$ cat config.mk
export PLATFORM = sky130hd
export DESIGN_NAME = controller_packet_framer_top
export DESIGN_NICKNAME = d
export VERILOG_FILES = /design/src/cpf_pkg.sv /design/src/controller_packet_framer_top.sv /design/src/cpf_framer.sv /design/src/cpf_decode.sv
export SDC_FILE = /design/constraint.sdc
export NUM_CORES = 1
export LEC_CHECK = 0
export BUFFER_PORTS_ARGS = -buffer_cell sky130_fd_sc_hd__clkbuf_2
export CORE_UTILIZATION = 61
export DETAILED_ROUTE_END_ITERATION = 10
export PLACE_DENSITY = 0.8
export SLEW_MARGIN = 40
export SYNTH_ARGS = -nofsm -noshare
export SYNTH_HDL_FRONTEND = slang
export SYNTH_SLANG_ARGS = --single-unit
$ cat constraint.sdc
create_clock -name clock -period 9.86 [get_ports clock]
set_input_delay 1.479 -clock clock [delete_from_list [all_inputs] [get_ports clock]]
set_output_delay 1.479 -clock clock [all_outputs]
set_load 0.05 [all_outputs]
$ cat src/cpf_pkg.sv
package cpf_pkg;

   // Characters that frame and type a packet
   localparam logic [7:0] CHAR_BANG = 8'h21;
   localparam logic [7:0] CHAR_ZERO = 8'h30;
   localparam logic [7:0] CHAR_A    = 8'h41;
   localparam logic [7:0] CHAR_B    = 8'h42;
   localparam logic [7:0] CHAR_C    = 8'h43;
   localparam logic [7:0] CHAR_G    = 8'h47;
   localparam logic [7:0] CHAR_L    = 8'h4C;
   localparam logic [7:0] CHAR_M    = 8'h4D;
   localparam logic [7:0] CHAR_Q    = 8'h51;

   // Packet lengths per type
   localparam logic [4:0] LEN_NONE   = 5'd0;
   localparam logic [4:0] LEN_ACCEL  = 5'd15;
   localparam logic [4:0] LEN_QUAT   = 5'd19;
   localparam logic [4:0] LEN_BUTTON = 5'd5;
   localparam logic [4:0] LEN_COLOR  = 5'd6;

   // Highest store position that a result ever reads
   localparam int LAST_KEPT = 9;

   // End causes
   localparam logic [1:0] CAUSE_TYPE = 2'd0;
   localparam logic [1:0] CAUSE_FULL = 2'd1;
   localparam logic [1:0] CAUSE_IDLE = 2'd2;

   // Tilt directions
   localparam logic [1:0] DIR_NONE  = 2'd0;
   localparam logic [1:0] DIR_RIGHT = 2'd1;
   localparam logic [1:0] DIR_LEFT  = 2'd2;

   // Register indexes
   localparam logic [2:0] REG_TIMEOUT = 3'd0;
   localparam logic [2:0] REG_LEVEL1  = 3'd1;
   localparam logic [2:0] REG_LEVEL2  = 3'd2;
   localparam logic [2:0] REG_LEVEL3  = 3'd3;
   localparam logic [2:0] REG_LEVEL4  = 3'd4;

   // Register reset values
   localparam logic [15:0] TIMEOUT_RESET = 16'd10000;
   localparam logic [30:0] LEVEL1_RESET  = 31'd1036831948;
   localparam logic [30:0] LEVEL2_RESET  = 31'd1050253721;
   localparam logic [30:0] LEVEL3_RESET  = 31'd1057803468;
   localparam logic [30:0] LEVEL4_RESET  = 31'd1061997772;

   // Magnitude of positive infinity; anything above is NaN
   localparam logic [30:0] MAG_INF = 31'h7F800000;

   // One finished packet, bytes beyond its length already zeroed
   typedef struct packed {
      logic [4:0]  length;
      logic [1:0]  cause;
      logic [7:0]  type_byte;
      logic [7:0]  byte2;
      logic [7:0]  byte3;
      logic [31:0] y_bits;
   } pkt_type;

   // Tilt thresholds
   typedef struct packed {
      logic [30:0] four;
      logic [30:0] three;
      logic [30:0] two;
      logic [30:0] one;
   } levels_type;

   function automatic logic [4:0] type_length(input logic [7:0] t);
      logic [4:0] len;
      unique case (t)
         CHAR_A, CHAR_G, CHAR_M, CHAR_L: len = LEN_ACCEL;
         CHAR_Q:                         len = LEN_QUAT;
         CHAR_B:                         len = LEN_BUTTON;
         CHAR_C:                         len = LEN_COLOR;
         default:                        len = LEN_NONE;
      endcase
      return len;
   endfunction

endpackage

$ cat src/controller_packet_framer_top.sv
// Controller packet framer: takes one beat per cycle while req_stall is low (a
// received byte or an idle tick) and cuts the byte stream into controller
// packets, ending one on its type length, on a count of STORE_BYTES bytes,
// or after timeout_limit idle ticks. Each finished packet yields one result beat
// through the framer's packet register, then the decode stage's result register,
// which adds the button and tilt fields. A new beat is accepted every cycle
// while req_stall is low; req_stall rises only while both registers hold results
// that the consumer has not taken.
module controller_packet_framer_top #(
   parameter int STORE_BYTES = 20
) (
   input  logic        clock,
   input  logic        reset,
   input  logic        req_valid,
   output logic        req_stall,
   input  logic        req_mode,
   input  logic [7:0]  req_rx_byte,
   output logic        rsp_valid,
   input  logic        rsp_stall,
   output logic [4:0]  rsp_packet_length,
   output logic [1:0]  rsp_end_cause,
   output logic [7:0]  rsp_type_byte,
   output logic [7:0]  rsp_button_number,
   output logic        rsp_button_pressed,
   output logic [1:0]  rsp_tilt_direction,
   output logic [2:0]  rsp_tilt_steps,
   output logic [31:0] rsp_y_bits,
   input  logic        csr_write,
   input  logic [2:0]  csr_index,
   input  logic [30:0] csr_wdata
);
   import cpf_pkg::*;

   logic [15:0] timeout_ff;
   levels_type  levels_ff;
   logic        pkt_valid;
   logic        pkt_ready;
   pkt_type     pkt;

   // Configuration registers
   always_ff @(posedge clock) begin
      if (reset) begin
         timeout_ff      <= TIMEOUT_RESET;
         levels_ff.one   <= LEVEL1_RESET;
         levels_ff.two   <= LEVEL2_RESET;
         levels_ff.three <= LEVEL3_RESET;
         levels_ff.four  <= LEVEL4_RESET;
      end else if (csr_write) begin
         unique case (csr_index)
            REG_TIMEOUT: timeout_ff      <= csr_wdata[15:0];
            REG_LEVEL1:  levels_ff.one   <= csr_wdata;
            REG_LEVEL2:  levels_ff.two   <= csr_wdata;
            REG_LEVEL3:  levels_ff.three <= csr_wdata;
            REG_LEVEL4:  levels_ff.four  <= csr_wdata;
            default: ;
         endcase
      end
   end

   cpf_framer #(
      .STORE_BYTES(STORE_BYTES)
   ) u_framer (
      .clock         (clock),
      .reset         (reset),
      .req_valid     (req_valid),
      .req_stall     (req_stall),
      .req_mode      (req_mode),
      .req_rx_byte   (req_rx_byte),
      .timeout_limit (timeout_ff),
      .pkt_valid     (pkt_valid),
      .pkt_ready     (pkt_ready),
      .pkt           (pkt)
   );

   cpf_decode u_decode (
      .clock              (clock),
      .reset              (reset),
      .pkt_valid          (pkt_valid),
      .pkt_ready          (pkt_ready),
      .pkt                (pkt),
      .levels             (levels_ff),
      .rsp_valid          (rsp_valid),
      .rsp_stall          (rsp_stall),
      .rsp_packet_length  (rsp_packet_length),
      .rsp_end_cause      (rsp_end_cause),
      .rsp_type_byte      (rsp_type_byte),
      .rsp_button_number  (rsp_button_number),
      .rsp_button_pressed (rsp_button_pressed),
      .rsp_tilt_direction (rsp_tilt_direction),
      .rsp_tilt_steps     (rsp_tilt_steps),
      .rsp_y_bits         (rsp_y_bits)
   );

   // No steps means no direction
   a_dir_needs_steps: assert property (@(posedge clock) disable iff (reset)
      rsp_valid && rsp_tilt_steps == 3'd0 |-> rsp_tilt_direction == DIR_NONE)
      else $error("tilt direction without steps");

   // Only A packets carry tilt data
   a_tilt_only_accel: assert property (@(posedge clock) disable iff (reset)
      rsp_valid && rsp_type_byte != CHAR_A |-> rsp_y_bits == 32'd0 &&
      rsp_tilt_steps == 3'd0)
      else $error("tilt data on a non-A packet");

   // A button packet ended by type is exactly its length
   a_button_len: assert property (@(posedge clock) disable iff (reset)
      rsp_valid && rsp_end_cause == CAUSE_TYPE && rsp_type_byte == CHAR_B
      |-> rsp_packet_length == LEN_BUTTON)
      else $error("button packet with wrong length");

   // Stall input only while the packet register is blocked
   a_stall_cause: assert property (@(posedge clock) disable iff (reset)
      req_stall |-> pkt_valid && rsp_valid && rsp_stall)
      else $error("input stalled without a blocked result");

endmodule

$ cat src/cpf_framer.sv
module cpf_framer #(
   parameter int STORE_BYTES = 20
) (
   input  logic             clock,
   input  logic             reset,
   input  logic             req_valid,
   output logic             req_stall,
   input  logic             req_mode,
   input  logic [7:0]       req_rx_byte,
   input  logic [15:0]      timeout_limit,
   output logic             pkt_valid,
   input  logic             pkt_ready,
   output cpf_pkg::pkt_type pkt
);
   import cpf_pkg::*;

   localparam int IW = $clog2(STORE_BYTES + 1);

   logic [IW-1:0] fill_ff, fill_in;
   logic [15:0]   idle_ff, idle_in;
   logic [7:0]    store_ff [1:LAST_KEPT];
   logic [7:0]    store_nx [1:LAST_KEPT];
   logic          pkt_valid_ff, pkt_valid_in;
   pkt_type       pkt_ff, pkt_in;

   logic          accept;
   logic          is_byte;
   logic [IW-1:0] widx;
   logic [IW-1:0] new_fill;
   logic [IW-1:0] end_len;
   logic [4:0]    tlen;
   logic [15:0]   idle_inc;
   logic          emit;
   logic [1:0]    cause;
   logic [7:0]    kept [1:LAST_KEPT];

   assign req_stall = pkt_valid_ff && !pkt_ready;
   assign accept    = req_valid && !req_stall;
   assign is_byte   = accept && !req_mode;

   // Write position: a bang restarts the packet
   assign widx     = (req_rx_byte == CHAR_BANG) ? '0 : fill_ff;
   assign new_fill = widx + IW'(1);
   assign idle_inc = (idle_ff == 16'hFFFF) ? idle_ff : idle_ff + 16'd1;

   // Store contents after this beat's byte
   always_comb begin
      for (int i = 1; i <= LAST_KEPT; i++) begin
         store_nx[i] = (is_byte && widx == IW'(i)) ? req_rx_byte : store_ff[i];
      end
   end

   assign tlen = type_length(store_nx[1]);

   // Decide whether this beat ends a packet
   always_comb begin
      fill_in = fill_ff;
      idle_in = idle_ff;
      emit    = 1'b0;
      cause   = CAUSE_TYPE;
      end_len = fill_ff;
      if (accept) begin
         if (!req_mode) begin
            fill_in = new_fill;
            idle_in = '0;
            end_len = new_fill;
            priority if (new_fill == IW'(STORE_BYTES)) begin
               emit  = 1'b1;
               cause = CAUSE_FULL;
            end else if (tlen != LEN_NONE && new_fill == IW'(tlen)) begin
               emit  = 1'b1;
               cause = CAUSE_TYPE;
            end else begin
               emit  = 1'b0;
            end
         end else if (fill_ff == '0) begin
            idle_in = '0;
         end else begin
            idle_in = idle_inc;
            if (idle_inc >= timeout_limit) begin
               emit  = 1'b1;
               cause = CAUSE_IDLE;
            end
         end
         if (emit) begin
            fill_in = '0;
            idle_in = '0;
         end
      end
   end

   // Zero bytes beyond the packet length
   always_comb begin
      for (int i = 1; i <= LAST_KEPT; i++) begin
         kept[i] = (IW'(i) < end_len) ? store_nx[i] : 8'h00;
      end
   end

   always_comb begin
      pkt_in.length    = end_len[4:0];
      pkt_in.cause     = cause;
      pkt_in.type_byte = kept[1];
      pkt_in.byte2     = kept[2];
      pkt_in.byte3     = kept[3];
      pkt_in.y_bits    = {kept[9], kept[8], kept[7], kept[6]};
   end

   // Hold the packet until the decoder takes it
   assign pkt_valid_in = emit || (pkt_valid_ff && !pkt_ready);

   always_ff @(posedge clock) begin
      if (reset) begin
         fill_ff      <= '0;
         idle_ff      <= '0;
         pkt_valid_ff <= 1'b0;
      end else begin
         fill_ff      <= fill_in;
         idle_ff      <= idle_in;
         pkt_valid_ff <= pkt_valid_in;
      end
   end

   always_ff @(posedge clock) begin
      for (int i = 1; i <= LAST_KEPT; i++) begin
         store_ff[i] <= store_nx[i];
      end
      if (emit) begin
         pkt_ff <= pkt_in;
      end
   end

   assign pkt_valid = pkt_valid_ff;
   assign pkt       = pkt_ff;

endmodule

$ cat src/cpf_decode.sv
module cpf_decode (
   input  logic                clock,
   input  logic                reset,
   input  logic                pkt_valid,
   output logic                pkt_ready,
   input  cpf_pkg::pkt_type    pkt,
   input  cpf_pkg::levels_type levels,
   output logic                rsp_valid,
   input  logic                rsp_stall,
   output logic [4:0]          rsp_packet_length,
   output logic [1:0]          rsp_end_cause,
   output logic [7:0]          rsp_type_byte,
   output logic [7:0]          rsp_button_number,
   output logic                rsp_button_pressed,
   output logic [1:0]          rsp_tilt_direction,
   output logic [2:0]          rsp_tilt_steps,
   output logic [31:0]         rsp_y_bits
);
   import cpf_pkg::*;

   logic        valid_ff, valid_in;
   logic [4:0]  length_ff;
   logic [1:0]  cause_ff;
   logic [7:0]  type_ff;
   logic [7:0]  bnum_ff, bnum_in;
   logic        bpress_ff, bpress_in;
   logic [1:0]  dir_ff, dir_in;
   logic [2:0]  steps_ff, steps_in;
   logic [31:0] y_ff, y_in;
   logic        take;
   logic [30:0] mag;
   logic [2:0]  steps;

   assign pkt_ready = !valid_ff || !rsp_stall;
   assign take      = pkt_valid && pkt_ready;

   // Count tilt steps from the magnitude bits
   assign mag = pkt.y_bits[30:0];
   always_comb begin
      steps = 3'd0;
      if (mag <= MAG_INF) begin
         priority if (mag > levels.four)  steps = 3'd4;
         else if (mag > levels.three)     steps = 3'd3;
         else if (mag > levels.two)       steps = 3'd2;
         else if (mag > levels.one)       steps = 3'd1;
         else                             steps = 3'd0;
      end
   end

   // Type-specific fields, zero for other types
   always_comb begin
      bnum_in   = 8'h00;
      bpress_in = 1'b0;
      dir_in    = DIR_NONE;
      steps_in  = 3'd0;
      y_in      = '0;
      if (pkt.type_byte == CHAR_B) begin
         bnum_in   = pkt.byte2 - CHAR_ZERO;
         bpress_in = (pkt.byte3 != CHAR_ZERO);
      end
      if (pkt.type_byte == CHAR_A) begin
         y_in     = pkt.y_bits;
         steps_in = steps;
         if (steps != 3'd0) begin
            dir_in = pkt.y_bits[31] ? DIR_RIGHT : DIR_LEFT;
         end
      end
   end

   assign valid_in = take || (valid_ff && rsp_stall);

   always_ff @(posedge clock) begin
      if (reset) begin
         valid_ff <= 1'b0;
      end else begin
         valid_ff <= valid_in;
      end
   end

   always_ff @(posedge clock) begin
      if (take) begin
         length_ff <= pkt.length;
         cause_ff  <= pkt.cause;
         type_ff   <= pkt.type_byte;
         bnum_ff   <= bnum_in;
         bpress_ff <= bpress_in;
         dir_ff    <= dir_in;
         steps_ff  <= steps_in;
         y_ff      <= y_in;
      end
   end

   assign rsp_valid          = valid_ff;
   assign rsp_packet_length  = length_ff;
   assign rsp_end_cause      = cause_ff;
   assign rsp_type_byte      = type_ff;
   assign rsp_button_number  = bnum_ff;
   assign rsp_button_pressed = bpress_ff;
   assign rsp_tilt_direction = dir_ff;
   assign rsp_tilt_steps     = steps_ff;
   assign rsp_y_bits         = y_ff;

endmodule
==> out/results.ini <==
[timing]
max_clock_freq_mhz=183.4
max_slew.worst_pin.slew_ps=843.4
worst_slack_ps=4408
timing.hold.ws_ps=431.9
timing.setup.tns_ps=0
finalSetupViolCount=0
final.setup_skew_ps=27.85
period_minus_slack_ps=5452
relSlewSlack_pct=43.78
slew_viol_final=0
fin_crit_sh_pct=55.30
grt_setup_unrepaired=no
report.final.hold_viol_count=0

[floorplan]
num_io_pins=111
die_width_um=168.2
floorplan.initialDensity_pct=62.32
fp-row-count=60
floorplan.die_area_um2=28280
fp.coreArea_um2=27030
die_y_um=168.2

[logic_synthesis]
dominant_combinational_cell_family_by_area_after_synthesis=simple AND/OR/NAND/NOR gates
synthesis.area_per_instance_um2=9.708
synth-xor-area-share_pct=0.5720
ys_seq_area_share_pct=48.14
synthesis.area_um2=16840
adder_cell_share_of_the_synthesized_area_pct=10.92
synth-edff-count=124
synthesized_area_fraction_occupied_by_ao_oa_aoi_and_oai_cells_pct=15.16
post_synth_mux_area_share_pct=4.123
synth_cell_type_count=74
ys_dominant_reg_cell=sky130_fd_sc_hd__dfxtp_1
synth.ff_latch_count=343
async_flop_share_pct=0
synthSimpleGateAreaFrac_pct=15.81
synth_cells=1735
synthesis.nets=1930
ys_warn_count=0

[setup_path]
critPathMaxFanout=57
capture_instance_of_the_worst_register_to_register_path=u_framer.pkt[33]
worst-setup-path-type=input port to flip-flop
timing.critical_path.from_type=input port
critical_path_required_ps=10010
reg2reg_depth=14
crit-reg2reg-launch=u_framer.idle_ff[3]
reg2reg_setup_slack_ps=4990
timing.critical_path.arrival_ps=5600
endpoint_kind=flip-flop

[clock_network]
tritoncts.num_buffers=37
cts.path.max_buffers=3
hold_buffers=0
worstSkewPairLatency_ps=530
clock_pin_transition_on_the_worst_setup_and_hold_timing_paths_ps=60
clock_sinks=343
cts_resized=0
cts_tree=yes
clock_tree.root_cell=sky130_fd_sc_hd__clkbuf_16
ctsHtreeMaxLevel=2
post_cts_setup_inserts=0

[layout]
fin_nets=2018
final_design_area_no_fill_um2=18890
finish.utilization_pct=69.89
area_delta_synth_final_pct=12.14
insertedDiodeCount=0
drive_above_1_share_pct=14.70

[outcome]
run_status=complete, no violations

[drt]
initialDrtViolationCount=1094
antenna_left=0
firstDrtPassIters=5
route.vias.total=13170
post_drt_via_cell_ratio=6.011
drt_wl_total_mm=42.36
wire_per_inst_um=19.33
drc=0

[place]
placement.cell_area_um2=17670
globalplace.congestion=0.9023
pre_cts_slack_ps=3980
hpwlAfterDp_mm=29.48
portbufs=110

[global_routing]
first_pass_grt_wire_length_mm=67.32
pin_count_of_the_biggest_net_entering_global_routing=85
globalRouteOverflowTotal=0
number_of_antenna_violations_at_the_first_check_in_global_routing=0
via_count_of_the_first_global_routing_pass=12700
global_route.usage.total_pct=30.29

[power]
p_leak_nw=8.014
power_density_nw_per_um2=166.5
vdd_ir_drop_max_uv=158.1

[worst_hold_path]
min_from=u_framer.pkt[60]
hold_path_class=flip-flop to flip-flop
worst_hold_path.endpoint=u_decode.rsp_packet_length[2]
timing.hold.worst_path_depth=0

[run]
timing.max_cap.violations=0

-- Yosys cell counts, drive strengths merged (5+ instances only) --
cell type	instances	area, um2
a21oi	130	654.4
a2111oi	5	51.30
clkbuf	54	205.2
a211oi	14	105.1
o31a	10	87.58
a31oi	7	43.79
nand2b	7	43.79
nand3	29	145.1
mux2i	6	60.06
mux2	56	634.4
and2	52	325.3
nor2b	8	50.05
buf	19	101.4
nor4	22	158.9
a22oi	6	45.04
nor2	60	252.7
or2	13	81.33
xor2	5	43.79
inv	155	581.8
ha	147	1839
o21a	16	120.1
xnor2	6	52.55
o31ai	7	52.55
nor3	20	100.1
nand4	35	219.0
o211ai	77	578.1
o21ai	43	215.2
dfxtp	219	4384
edfxtp	124	3724
a21boi	35	274.0
a21o	13	97.59
nor3b	5	37.54
nand2	286	1074
-- layout by cell type (no fill, tap or decap), types with 33 or more instances in the layout --
cell type	count
sky130_fd_sc_hd__nand2_1	286
sky130_fd_sc_hd__dfxtp_1	219
sky130_fd_sc_hd__inv_1	153
sky130_fd_sc_hd__ha_1	147
sky130_fd_sc_hd__a21oi_1	128
sky130_fd_sc_hd__edfxtp_1	124
sky130_fd_sc_hd__clkbuf_2	110
sky130_fd_sc_hd__o211ai_1	77
sky130_fd_sc_hd__mux2_2	55
sky130_fd_sc_hd__nor2_1	53
sky130_fd_sc_hd__and2_1	52
sky130_fd_sc_hd__o21ai_0	41
sky130_fd_sc_hd__clkbuf_16	37
sky130_fd_sc_hd__nand4_1	35
sky130_fd_sc_hd__a21boi_0	33
-- kinds of logic after synthesis --
family                     Yosys count
AOI/OAI and AO/OA                  388
xor gates and xnor gates            11
adders and majority gates          147
buffers and inverters              228
DFF                                343
muxes                               62
and+or+nand+nor                    556
-- stage by stage --
stage	instances	total power (W)
final	2191	0.003145
after global placement	2123	0.001804
after global routing	2191	0.003240
after detailed placement	2125	0.001815
after CTS	2191	0.003152
after floorplan	1735	0.001730
-- flip-flops by register name, summed over array words and instances (netlist names) --
register and count:
levels_ff 124, u_framer.pkt 63, u_framer.store_ff 56, u_decode.rsp_y_bits 32, timeout_ff 16, u_framer.idle_ff 16, u_decode.rsp_button_number 8, u_decode.rsp_type_byte 8
u_decode.rsp_packet_length 5, u_framer.fill_ff 5, u_decode.rsp_tilt_steps 3, u_decode.rsp_end_cause 2, u_decode.rsp_tilt_direction 2, u_decode.rsp_button_pressed 1, u_decode.rsp_valid 1, u_framer.pkt_valid 1
-- power by group --
group          leakage (nW)  total, W  switching [W]  internal (W)
combinational          4.33  0.000241       0.000146     0.0000952
sequential             3.09   0.00155      0.0000303       0.00152
clock                 0.590   0.00135       0.000554      0.000798
-- worst max-delay path, cell delays in order --
cell	delay, ps
sky130_fd_sc_hd__clkbuf_2	200
sky130_fd_sc_hd__nor4b_2	570
sky130_fd_sc_hd__nand2_1	260
sky130_fd_sc_hd__and2_1	270
sky130_fd_sc_hd__inv_1	90
sky130_fd_sc_hd__ha_1	190
sky130_fd_sc_hd__inv_1	70
sky130_fd_sc_hd__nor3_1	550
sky130_fd_sc_hd__nand3_1	170
sky130_fd_sc_hd__and2_1	210
sky130_fd_sc_hd__nor3_1	250
sky130_fd_sc_hd__o2111ai_1	280
sky130_fd_sc_hd__a21oi_4	310
sky130_fd_sc_hd__buf_4	630
-- cell type report --
type | instances | area [um2]
clock inverters | 10 | 102.6
well taps | 341 | 426.7
flip-flops and latches | 343 | 8108
fillers | 2023 | 8138
multi-input cells | 1164 | 7909
repair buffers | 122 | 663.1
clock buffers | 56 | 1097
inverters | 155 | 581.8
-- metal layers --
metal / GRT usage [%] / vias up / part of all wire, %
met5: 0 / - / 0
met4: 11.62 / 0 / 3.4
met3: 4.372 / 97 / 6.7
met2: 49.46 / 482 / 46
met1: 40.89 / 6253 / 44
li1: - / 6339 / -
-- worst max path at each step --
| stage | depth (start not counted) | end | slack (ps) | startpoint |
|---|---|---|---|---|
| after floorplan | 12 | u_framer.pkt[0] | 2570 | req_rx_byte[3] |
| after global placement | 14 | u_framer.pkt[47] | 4030 | req_rx_byte[4] |
| after detailed placement | 14 | u_framer.pkt[47] | 3980 | req_rx_byte[4] |
| after CTS | 14 | u_framer.pkt[32] | 4500 | req_rx_byte[4] |
| after global routing | 14 | u_framer.pkt[32] | 4060 | req_rx_byte[4] |
| final | 14 | u_framer.pkt[33] | 4410 | req_rx_byte[4] |
No activity file was read; power rests on OpenSTA's default activity.
